File: src/rmp_pkg.sv
// ----------------------------------------------------------------------------
// RTTTL melody parser package
// Shared types, constants and the note letter lookup for the parser.
// ----------------------------------------------------------------------------
package rmp_pkg;

  // Parser phase within the ringtone string.
  typedef enum logic [4:0] {
    PH_NAME, PH_HD, PH_DEQ, PH_DNUM, PH_HO, PH_OEQ, PH_ODIG, PH_OCOMMA,
    PH_HB, PH_BEQ, PH_BNUM, PH_NSTART, PH_NSHARP, PH_NDOT, PH_NOCT,
    PH_NCOMMA, PH_DONE
  } phase_t;

  // Sequencer state around one character.
  typedef enum logic [2:0] {
    C_IDLE, C_STEP, C_HDR_DIV, C_NOTE_DIV
  } ctl_t;

  // Configuration register indexes.
  localparam logic [1:0] REG_DUR   = 2'd0;
  localparam logic [1:0] REG_OCT   = 2'd1;
  localparam logic [1:0] REG_TEMPO = 2'd2;

  localparam logic [7:0]  RST_DUR   = 8'd4;
  localparam logic [2:0]  RST_OCT   = 3'd6;
  localparam logic [15:0] RST_TEMPO = 16'd63;

  localparam int DIV_N = 18;
  localparam int DIV_D = 16;
  localparam logic [DIV_N-1:0] MS_PER_MIN = 18'd60000;

  localparam logic [7:0] CH_NUL   = 8'h00;
  localparam logic [7:0] CH_COLON = 8'h3A;
  localparam logic [7:0] CH_SHARP = 8'h23;
  localparam logic [7:0] CH_DOT   = 8'h2E;
  localparam logic [7:0] CH_COMMA = 8'h2C;
  localparam logic [7:0] CH_ZERO  = 8'h30;
  localparam logic [7:0] CH_D     = 8'h64;
  localparam logic [7:0] CH_O     = 8'h6F;
  localparam logic [7:0] CH_B     = 8'h62;

  // Semitone of a note letter; anything else is a rest.
  function automatic logic [3:0] letter_semitone(input logic [7:0] c);
    case (c)
      8'h63:   return 4'd1;
      8'h64:   return 4'd3;
      8'h65:   return 4'd5;
      8'h66:   return 4'd6;
      8'h67:   return 4'd8;
      8'h61:   return 4'd10;
      8'h62:   return 4'd12;
      default: return 4'd0;
    endcase
  endfunction

endpackage

File: src/rmp_div.sv
// ----------------------------------------------------------------------------
// Serial divider
// Restoring unsigned divider, one quotient bit per cycle.
// ----------------------------------------------------------------------------
module rmp_div (
  input  logic                       clk,
  input  logic                       rst,
  input  logic                       start,
  input  logic [rmp_pkg::DIV_N-1:0]  dividend,
  input  logic [rmp_pkg::DIV_D-1:0]  divisor,
  output logic                       done,
  output logic [rmp_pkg::DIV_N-1:0]  quotient
);
  import rmp_pkg::*;

  logic                busy;
  logic [4:0]          cnt;
  logic [DIV_D:0]      rem;
  logic [DIV_D-1:0]    dvs;
  logic [DIV_D:0]      rem_sh;
  logic                fits;

  // One restoring step: shift in the next dividend bit and try the subtract.
  assign rem_sh = {rem[DIV_D-1:0], quotient[DIV_N-1]};
  assign fits   = rem_sh >= {1'b0, dvs};

  always_ff @(posedge clk) begin
    if (rst) begin
      busy <= 1'b0;
      done <= 1'b0;
      cnt  <= '0;
    end else begin
      done <= 1'b0;
      if (start) begin
        busy     <= 1'b1;
        cnt      <= 5'(DIV_N);
        rem      <= '0;
        dvs      <= divisor;
        quotient <= dividend;
      end else if (busy) begin
        rem      <= fits ? rem_sh - {1'b0, dvs} : rem_sh;
        quotient <= {quotient[DIV_N-2:0], fits};
        cnt      <= cnt - 5'd1;
        if (cnt == 5'd1) begin
          busy <= 1'b0;
          done <= 1'b1;
        end
      end
    end
  end

  // The divider only finishes a division it has started.
  a_done_after_busy: assert property (@(posedge clk) disable iff (rst)
    done |-> $past(busy)) else $error("divider done without work");
  a_busy_count: assert property (@(posedge clk) disable iff (rst)
    busy && !start |-> cnt != 5'd0) else $error("divider count ran out");
  a_done_pulse: assert property (@(posedge clk) disable iff (rst)
    done |=> !done) else $error("divider done held");

endmodule

File: src/rmp_apb.sv
// ----------------------------------------------------------------------------
// Configuration registers
// APB-style access to the fallback duration, octave and tempo registers.
// ----------------------------------------------------------------------------
module rmp_apb (
  input  logic        clk,
  input  logic        rst,
  input  logic        psel,
  input  logic        penable,
  input  logic        pwrite,
  input  logic [3:0]  paddr,
  input  logic [31:0] pwdata,
  output logic [31:0] prdata,
  output logic        pready,
  output logic [7:0]  fb_dur,
  output logic [2:0]  fb_oct,
  output logic [15:0] fb_tempo
);
  import rmp_pkg::*;

  logic wr;

  assign pready = 1'b1;
  assign wr     = psel && penable && pwrite;

  // Register writes at the access phase of a transfer.
  always_ff @(posedge clk) begin
    if (rst) begin
      fb_dur   <= RST_DUR;
      fb_oct   <= RST_OCT;
      fb_tempo <= RST_TEMPO;
    end else if (wr) begin
      case (paddr[3:2])
        REG_DUR:   fb_dur   <= pwdata[7:0];
        REG_OCT:   fb_oct   <= pwdata[2:0];
        REG_TEMPO: fb_tempo <= pwdata[15:0];
        default: ;
      endcase
    end
  end

  // Read back.
  always_comb begin
    case (paddr[3:2])
      REG_DUR:   prdata = {24'd0, fb_dur};
      REG_OCT:   prdata = {29'd0, fb_oct};
      REG_TEMPO: prdata = {16'd0, fb_tempo};
      default:   prdata = '0;
    endcase
  end

endmodule

File: src/rtttl_melody_parser_unit.sv
// ----------------------------------------------------------------------------
// RTTTL melody parser
// Parses an RTTTL ringtone one character per transfer into note events.
// ----------------------------------------------------------------------------
// Each character transfer is taken and then passes through one or more parser
// phases in turn. A character that ends the header or starts a note also runs
// the shared serial divider (60000/bpm or whole-note time / divisor). A
// character that ends a header without b= and also starts a note runs both
// divisions. The block takes no new character while it works on one. It also
// waits while a finished note cannot be written because the previous event has
// not been taken. A note event leaves on the character after the note, or on
// NUL with song_end. Fallback registers take effect at the next song_start.
module rtttl_melody_parser_unit (
  input  logic        clk,
  input  logic        rst,
  input  logic        psel,
  input  logic        penable,
  input  logic        pwrite,
  input  logic [3:0]  paddr,
  input  logic [31:0] pwdata,
  output logic [31:0] prdata,
  output logic        pready,
  input  logic        in_valid,
  output logic        in_ready,
  input  logic        song_start,
  input  logic [7:0]  char_code,
  output logic        out_valid,
  input  logic        out_ready,
  output logic        is_rest,
  output logic signed [7:0] note_index,
  output logic [18:0] duration_ms,
  output logic        song_end
);
  import rmp_pkg::*;

  logic [7:0]  fb_dur;
  logic [2:0]  fb_oct;
  logic [15:0] fb_tempo;

  ctl_t   ctl, ctl_next;
  phase_t phase, phase_next;
  logic [7:0]  chr, chr_next;
  logic [15:0] accum, accum_next;
  logic [7:0]  dflt_dur, dflt_dur_next;
  logic [3:0]  dflt_oct, dflt_oct_next;
  logic [15:0] tempo, tempo_next;
  logic [17:0] whole_ms, whole_ms_next;
  logic [3:0]  p_semi, p_semi_next;
  logic [3:0]  p_oct, p_oct_next;
  logic [18:0] p_dur, p_dur_next;
  logic        p_valid, p_valid_next;
  logic        hdr_redo, hdr_redo_next;

  logic        div_start, div_done;
  logic [DIV_N-1:0] div_dividend, div_q;
  logic [DIV_D-1:0] div_divisor;

  logic        emit, em_rest, em_end;
  logic [7:0]  em_idx;
  logic [18:0] em_dur;
  logic        out_free, is_dig;
  logic [3:0]  dig;
  logic [19:0] acc_mul;
  logic [7:0]  idx_raw;

  rmp_apb u_apb (
    .clk, .rst, .psel, .penable, .pwrite, .paddr, .pwdata, .prdata, .pready,
    .fb_dur, .fb_oct, .fb_tempo
  );

  rmp_div u_div (
    .clk, .rst, .start(div_start), .dividend(div_dividend),
    .divisor(div_divisor), .done(div_done), .quotient(div_q)
  );

  assign in_ready = (ctl == C_IDLE);
  assign out_free = !out_valid || out_ready;
  assign is_dig   = (chr >= CH_ZERO) && (chr <= 8'h39);
  assign dig      = 4'(chr - CH_ZERO);

  // Decimal accumulate with saturation at the 16-bit limit.
  assign acc_mul = {1'b0, accum, 3'b000} + {3'b000, accum, 1'b0} + {16'd0, dig};

  // Pitch index of the pending note.
  assign idx_raw = {1'b0, p_oct, 3'b000} + {2'b00, p_oct, 2'b00} + {4'd0, p_semi} - 8'd48;

  // Sequencer state register.
  always_ff @(posedge clk) begin
    if (rst) begin
      ctl      <= C_IDLE;
      phase    <= PH_NAME;
      accum    <= '0;
      dflt_dur <= RST_DUR;
      dflt_oct <= {1'b0, RST_OCT};
      tempo    <= RST_TEMPO;
      whole_ms <= '0;
      p_semi   <= '0;
      p_oct    <= '0;
      p_dur    <= '0;
      p_valid  <= 1'b0;
      hdr_redo <= 1'b0;
    end else begin
      ctl      <= ctl_next;
      phase    <= phase_next;
      accum    <= accum_next;
      dflt_dur <= dflt_dur_next;
      dflt_oct <= dflt_oct_next;
      tempo    <= tempo_next;
      whole_ms <= whole_ms_next;
      p_semi   <= p_semi_next;
      p_oct    <= p_oct_next;
      p_dur    <= p_dur_next;
      p_valid  <= p_valid_next;
      hdr_redo <= hdr_redo_next;
    end
  end

  // Character latch.
  always_ff @(posedge clk) begin
    chr <= chr_next;
  end

  // Result register; a transfer on the output side frees it.
  always_ff @(posedge clk) begin
    if (rst) begin
      out_valid <= 1'b0;
    end else if (emit) begin
      out_valid <= 1'b1;
    end else if (out_ready) begin
      out_valid <= 1'b0;
    end
  end

  always_ff @(posedge clk) begin
    if (emit) begin
      is_rest     <= em_rest;
      note_index  <= em_idx;
      duration_ms <= em_dur;
      song_end    <= em_end;
    end
  end

  // Next state: one parser phase per cycle while stepping and not held by the output, divisions on the shared divider.
  always_comb begin
    ctl_next      = ctl;
    phase_next    = phase;
    chr_next      = chr;
    accum_next    = accum;
    dflt_dur_next = dflt_dur;
    dflt_oct_next = dflt_oct;
    tempo_next    = tempo;
    whole_ms_next = whole_ms;
    p_semi_next   = p_semi;
    p_oct_next    = p_oct;
    p_dur_next    = p_dur;
    p_valid_next  = p_valid;
    hdr_redo_next = hdr_redo;
    div_start     = 1'b0;
    div_dividend  = whole_ms;
    div_divisor   = (tempo == 16'd0) ? 16'd1 : tempo;
    emit          = 1'b0;
    em_rest       = (p_semi == 4'd0);
    em_idx        = (p_semi == 4'd0) ? 8'd0 : idx_raw;
    em_dur        = p_dur;
    em_end        = 1'b0;

    case (ctl)
      C_IDLE: begin
        if (in_valid) begin
          chr_next = char_code;
          ctl_next = C_STEP;
          if (song_start) begin
            phase_next    = PH_NAME;
            accum_next    = '0;
            dflt_dur_next = fb_dur;
            dflt_oct_next = {1'b0, fb_oct};
            tempo_next    = fb_tempo;
            whole_ms_next = '0;
            p_semi_next   = '0;
            p_oct_next    = '0;
            p_dur_next    = '0;
            p_valid_next  = 1'b0;
          end
        end
      end

      C_STEP: begin
        if (chr == CH_NUL) begin
          // End of string: flush the note in progress or a zero rest.
          if (phase == PH_DONE) begin
            ctl_next = C_IDLE;
          end else if (out_free) begin
            emit   = 1'b1;
            em_end = 1'b1;
            if (!(p_valid || phase == PH_NSHARP || phase == PH_NDOT ||
                  phase == PH_NOCT || phase == PH_NCOMMA)) begin
              em_rest = 1'b1;
              em_idx  = 8'd0;
              em_dur  = '0;
            end
            p_valid_next = 1'b0;
            accum_next   = '0;
            phase_next   = PH_DONE;
            ctl_next     = C_IDLE;
          end
        end else begin
          ctl_next = C_IDLE;
          case (phase)
            PH_NAME: if (chr == CH_COLON) phase_next = PH_HD;
            PH_HD: begin
              if (chr == CH_D) phase_next = PH_DEQ;
              else begin
                phase_next = PH_HO;
                ctl_next   = C_STEP;
              end
            end
            PH_DEQ: begin
              accum_next = '0;
              phase_next = PH_DNUM;
            end
            PH_DNUM: begin
              if (is_dig) begin
                accum_next = (acc_mul > 20'd65535) ? 16'hFFFF : acc_mul[15:0];
              end else begin
                if (accum != 16'd0)
                  dflt_dur_next = (accum > 16'd255) ? 8'd255 : accum[7:0];
                accum_next = '0;
                phase_next = PH_HO;
              end
            end
            PH_HO: begin
              if (chr == CH_O) phase_next = PH_OEQ;
              else begin
                phase_next = PH_HB;
                ctl_next   = C_STEP;
              end
            end
            PH_OEQ: phase_next = PH_ODIG;
            PH_ODIG: begin
              if (chr >= 8'h33 && chr <= 8'h37) dflt_oct_next = dig;
              phase_next = PH_OCOMMA;
            end
            PH_OCOMMA: phase_next = PH_HB;
            PH_HB: begin
              if (chr == CH_B) phase_next = PH_BEQ;
              else begin
                div_start     = 1'b1;
                div_dividend  = MS_PER_MIN;
                hdr_redo_next = 1'b1;
                ctl_next      = C_HDR_DIV;
              end
            end
            PH_BEQ: begin
              accum_next = '0;
              phase_next = PH_BNUM;
            end
            PH_BNUM: begin
              if (is_dig) begin
                accum_next = (acc_mul > 20'd65535) ? 16'hFFFF : acc_mul[15:0];
              end else begin
                tempo_next    = accum;
                div_start     = 1'b1;
                div_dividend  = MS_PER_MIN;
                div_divisor   = (accum == 16'd0) ? 16'd1 : accum;
                hdr_redo_next = 1'b0;
                ctl_next      = C_HDR_DIV;
              end
            end
            PH_NSTART: begin
              if (p_valid && !out_free) begin
                ctl_next = C_STEP;
              end else begin
                emit         = p_valid;
                p_valid_next = 1'b0;
                if (is_dig) begin
                  accum_next = (acc_mul > 20'd65535) ? 16'hFFFF : acc_mul[15:0];
                end else begin
                  div_start    = 1'b1;
                  div_dividend = whole_ms;
                  div_divisor  = (accum != 16'd0) ? accum :
                                 (dflt_dur != 8'd0) ? {8'd0, dflt_dur} : 16'd1;
                  ctl_next     = C_NOTE_DIV;
                end
              end
            end
            PH_NSHARP: begin
              phase_next = PH_NDOT;
              if (chr == CH_SHARP) p_semi_next = p_semi + 4'd1;
              else ctl_next = C_STEP;
            end
            PH_NDOT: begin
              phase_next = PH_NOCT;
              if (chr == CH_DOT) p_dur_next = p_dur + {1'b0, p_dur[18:1]};
              else ctl_next = C_STEP;
            end
            PH_NOCT: begin
              phase_next = PH_NCOMMA;
              if (is_dig) p_oct_next = dig;
              else ctl_next = C_STEP;
            end
            PH_NCOMMA: begin
              p_valid_next = 1'b1;
              phase_next   = PH_NSTART;
              if (chr != CH_COMMA) ctl_next = C_STEP;
            end
            default: ;
          endcase
        end
      end

      C_HDR_DIV: begin
        if (div_done) begin
          whole_ms_next = {div_q[15:0], 2'b00};
          accum_next    = '0;
          phase_next    = PH_NSTART;
          ctl_next      = hdr_redo ? C_STEP : C_IDLE;
        end
      end

      C_NOTE_DIV: begin
        if (div_done) begin
          p_dur_next  = {1'b0, div_q};
          p_semi_next = letter_semitone(chr);
          p_oct_next  = dflt_oct;
          accum_next  = '0;
          phase_next  = PH_NSHARP;
          ctl_next    = C_IDLE;
        end
      end

      default: ctl_next = C_IDLE;
    endcase
  end

  // A division result arrives only while the sequencer waits for it.
  a_done_in_wait: assert property (@(posedge clk) disable iff (rst)
    div_done |-> (ctl == C_HDR_DIV || ctl == C_NOTE_DIV))
    else $error("divider result outside a wait state");
  // An event is never written over one that has not been taken.
  a_no_overwrite: assert property (@(posedge clk) disable iff (rst)
    emit |-> out_free) else $error("result overwritten");
  // Once the song has ended no note is pending.
  a_done_clean: assert property (@(posedge clk) disable iff (rst)
    phase == PH_DONE |-> !p_valid) else $error("note pending after song end");

endmodule
File: config.mk
export PLATFORM = sky130hd
export DESIGN_NAME = rtttl_melody_parser_unit
export DESIGN_NICKNAME = d
export VERILOG_FILES = /design/src/rmp_pkg.sv /design/src/rmp_div.sv /design/src/rmp_apb.sv /design/src/rtttl_melody_parser_unit.sv
export SDC_FILE = /design/constraint.sdc
export NUM_CORES = 1
export LEC_CHECK = 0
export BUFFER_PORTS_ARGS = -buffer_cell sky130_fd_sc_hd__buf_2
export CORE_MARGIN = 2
export CORE_UTILIZATION = 55
export CTS_CLUSTER_DIAMETER = 100
export DETAILED_ROUTE_END_ITERATION = 12
export HOLD_SLACK_MARGIN = 0.12
export PLACE_DENSITY_LB_ADDON = 0.05
export REMOVE_ABC_BUFFERS = 1
export SYNTH_ARGS = -nofsm -noshare
export SYNTH_HDL_FRONTEND = slang
export SYNTH_HIERARCHICAL = 1
export SYNTH_SLANG_ARGS = --single-unit
File: constraint.sdc
create_clock -name clk -period 3.7 [get_ports clk]
set_input_delay 0.74 -clock clk [delete_from_list [all_inputs] [get_ports clk]]
set_output_delay 0.74 -clock clk [all_outputs]
set_load 0.02 [all_outputs]
==> flow_summary_export.csv <==
group,metric,value,unit
detailed_routing,route.detailed.drc,0,
sta,setup_violations,0,
finish,finalNetCount,1653,
worst_setup_path,cp.arrival,3.87,ns
synthesis,synthTopCellsByArea,"dfxtp_1 20%, edfxtp_1 20%, ha_1 7.5%",
clock_tree,htree_levels,1,
finish,finalNonFillerCells,1854,
clock_tree,cts_tree,"done",
synthesis,syn_area,13300,um^2
run_status,status,"complete, no violations",
finish,mostFrequentLayoutCells,"150 x nor2_1, 130 x dfxtp_1, 110 x nand2_1, 90 x a21oi_1, 87 x edfxtp_1",
job,drv_cap,0,
global_routing,antenna_found_initial,0,
finish,mostFrequentLayoutCell,"nor2_1",
finish,final_area,14800,um^2
finish,diodes,0,
synthesis,synthSimpleGateAreaFrac,0.190,
sta,period_share,0.939,
global_routing,grt_max_degree,87,
sta,fmax,288,MHz
worst_setup_path,worstSetupPathType,"flip-flop to flip-flop",
synthesis,synth-compound-area-share,0.176,
worst_setup_path,rr_worst_depth,12,
floorplanning,die_area,25500,um^2
clock_tree,root_buffer,"clkbuf_16",
synthesis,netlist.top_cell.by_area,"dfxtp_1",
clock_tree,max-clock-path-buffers,3,
pwr,power_leakage,6.23,nW
detailed_routing,via_count,10700,
synthesis,yosysUniqueCellTypes,77,
global_routing,grt_pass1_vias,10200,
worst_setup_path,cp.required,4.09,ns
detailed_routing,ant_nets,0,
finish,syn_to_final_growth,11.2,%
synthesis,synth-edff-count,87,
detailed_routing,dr.pass1.iters,5,
detailed_routing,drt_iter0_drc,747,
synthesis,yosysSeqAreaShare,0.392,
global_routing,grt_first_pass_wirelength,50900,um
synthesis,synth_cells,1452,
clock_tree,cts_hold_buffers,0,
floorplanning,dieWidth,160,um
sta,drv_slew,0,
global_routing,track_usage,0.237,
sta,fin_crit,3.47,ns
synthesis,synth_top_area_share,0.197,
synthesis,syn_avg_cell_area,9.19,um^2
global_routing,gr-total-overflow,0,
min_path,min_path_cells,1,
sta,rsz0062_at_grt,"false",
sta,skew,0.0259,ns
pwr,pwr_density_cell,389,nW/um^2
finish,nFillCells,2068,
min_path,hold_path_class,"input pin to flip-flop",
place,hpwl,22200,um
clock_tree,cts_sinks,218,
place,dp.cells,1805,
place,postPlaceCellArea,14000,um^2
floorplanning,std_cell_rows,56,
synthesis,synth-warning-count,6,
floorplanning,core_area,23600,um^2
sta,worst-slew-pin-transition,0.818,ns
detailed_routing,via_per_inst,5.77,
clock_tree,clkLatencyLatePin,0.53,ns
synthesis,synth.mux.area_fraction,0.0795,
synthesis,async_flop_share,0,
sta,hold_viol_final,0,
pwr,irDropWorstVdd,0.312,mV
floorplanning,start_util,0.565,
floorplanning,die_h,160,um
synthesis,synth_fa_ha_area_frac,0.0840,
synthesis,ys_ff_latch,218,
synthesis,synth_xor_area_frac,0.0243,
worst_setup_path,start_kind,"flip-flop",
place,gp_congestion,0.921,
synthesis,synth-main-ff-cell,"dfxtp_1",
detailed_routing,routedWlPerCell,16.5,um
detailed_routing,wirelength,30600,um
synthesis,synth_top_family_by_area,"simple AND/OR/NAND/NOR gates",
finish,drive_above_1_share,0.148,
clock_tree,clk_pin_slew,0.06,ns
clock_tree,numCtsBuffers,26,
worst_setup_path,crit_path_end_kind,"flip-flop",
finish,top_regs,"duration_ms (19), p_dur (19), u_div/quotient (18)",
worst_setup_path,critPathMaxFanout,16,
sta,maxSlewHeadroom,0.455,
place,portBuffers,80,
floorplanning,ios,116,
-- layer usage --
metal	GRT usage	up-vias	wire length [um]
li1	-	5375	-
met1	0.314	5055	14200
met2	0.410	227	14600
met3	0.0319	40	1340
met4	0.0566	0	504
met5	0	-	0
-- final timing paths --
path | slack (ns) | endpoint | from
worst max-delay path | 0.23 | accum[9]$_SDFFE_PP0P_ | chr[3]$_DFFE_PP_
worst min-delay path | 0.40 | chr[0]$_DFFE_PP_ | char_code[0]
worst max register to register | 0.23 | accum[9]$_SDFFE_PP0P_ | chr[3]$_DFFE_PP_
worst min register to register | 0.45 | whole_ms[8]$_SDFFE_PP0P_ | whole_ms[8]$_SDFFE_PP0P_
-- logic make-up (layout without fill, tap and decap cells) --
| kind of cell | count (synthesis) | in the layout |
|---|---|---|
| adders and majority gates | 86 | 86 |
| and+or+nand+nor | 512 | 512 |
| other | 3 | 19 |
| xor gates and xnor gates | 37 | 37 |
| buffers and inverters | 152 | 219 |
| muxes | 102 | 102 |
| DFF | 218 | 218 |
| AOI/OAI and AO/OA | 342 | 342 |
-- timing repair --
item / CTS / global route
endpoints found under the hold margin: 0 / 0
gates resized for setup: 0 / 1
setup buffers: 0 / 1
setup endpoints to repair: 0 / 16
-- Yosys cell counts (6+ instances only) --
cell type / instances
ha_1: 80
xnor2_1: 27
o311ai_0: 10
a211oi_1: 42
nand4_1: 7
dfxtp_1: 131
edfxtp_1: 87
o21a_1: 7
a41oi_1: 6
a21oi_1: 91
a211o_1: 13
or3_1: 11
nor4_1: 13
fa_1: 6
or2_2: 10
nand2b_1: 46
xor2_1: 10
a221oi_1: 7
nor2_1: 152
and2_1: 35
buf_2: 18
nand3_1: 39
a22oi_1: 33
a31o_2: 7
clkbuf_1: 53
o211ai_1: 8
buf_4: 19
and3_1: 8
nand2_1: 110
o21ai_0: 43
inv_1: 48
mux2_2: 28
buf_1: 8
a21o_1: 29
mux2i_1: 73
o31ai_1: 7
a311oi_1: 6
nor3_1: 34
nor2b_1: 24
-- cell type report --
class	instances	area, um^2	area share
Sequential cell	218	5240	0.353
Timing Repair Buffer	123	738	0.0498
Tap cell	319	399	0.0269
Multi-Input combinational cell	1098	7490	0.505
Clock inverter	11	57.6	0.00388
Inverter	48	180	0.0121
Clock buffer	37	733	0.0494
-- power breakdown --
group          switching [W]  internal [W]
logic               0.000451      0.000316
clock network       0.000960       0.00137
registers          0.0000839       0.00259
-- through the flow --
stage / setup slack, ns / hold WS, ns / utilization / total power (W) / TNS, ns
after floorplan: -4.36 / 0.421 / - / 0.00326 / -376.01
after global placement: 0.227 / 0.433 / 0.594 / 0.00347 / 0
after detailed placement: 0.201 / 0.439 / 0.594 / 0.00348 / 0
after CTS: 0.163 / 0.382 / 0.628 / 0.00583 / 0
after global routing: 0.0439 / 0.378 / 0.628 / 0.00605 / 0
final: 0.226 / 0.402 / 0.628 / 0.00577 / 0
-- critical path, cell delays in order, from the launching register on --
cell and delay, ns:
edfxtp_1 0.46, fa_1 0.53, fa_1 0.48, a21o_1 0.19
a221o_1 0.35, a32o_1 0.32, o41ai_4 0.26, nor2_1 0.11
nor2_1 0.11, nand3b_1 0.10, o211ai_2 0.20, buf_12 0.17
nand2_1 0.06
Power figures use the tool's default switching activity.
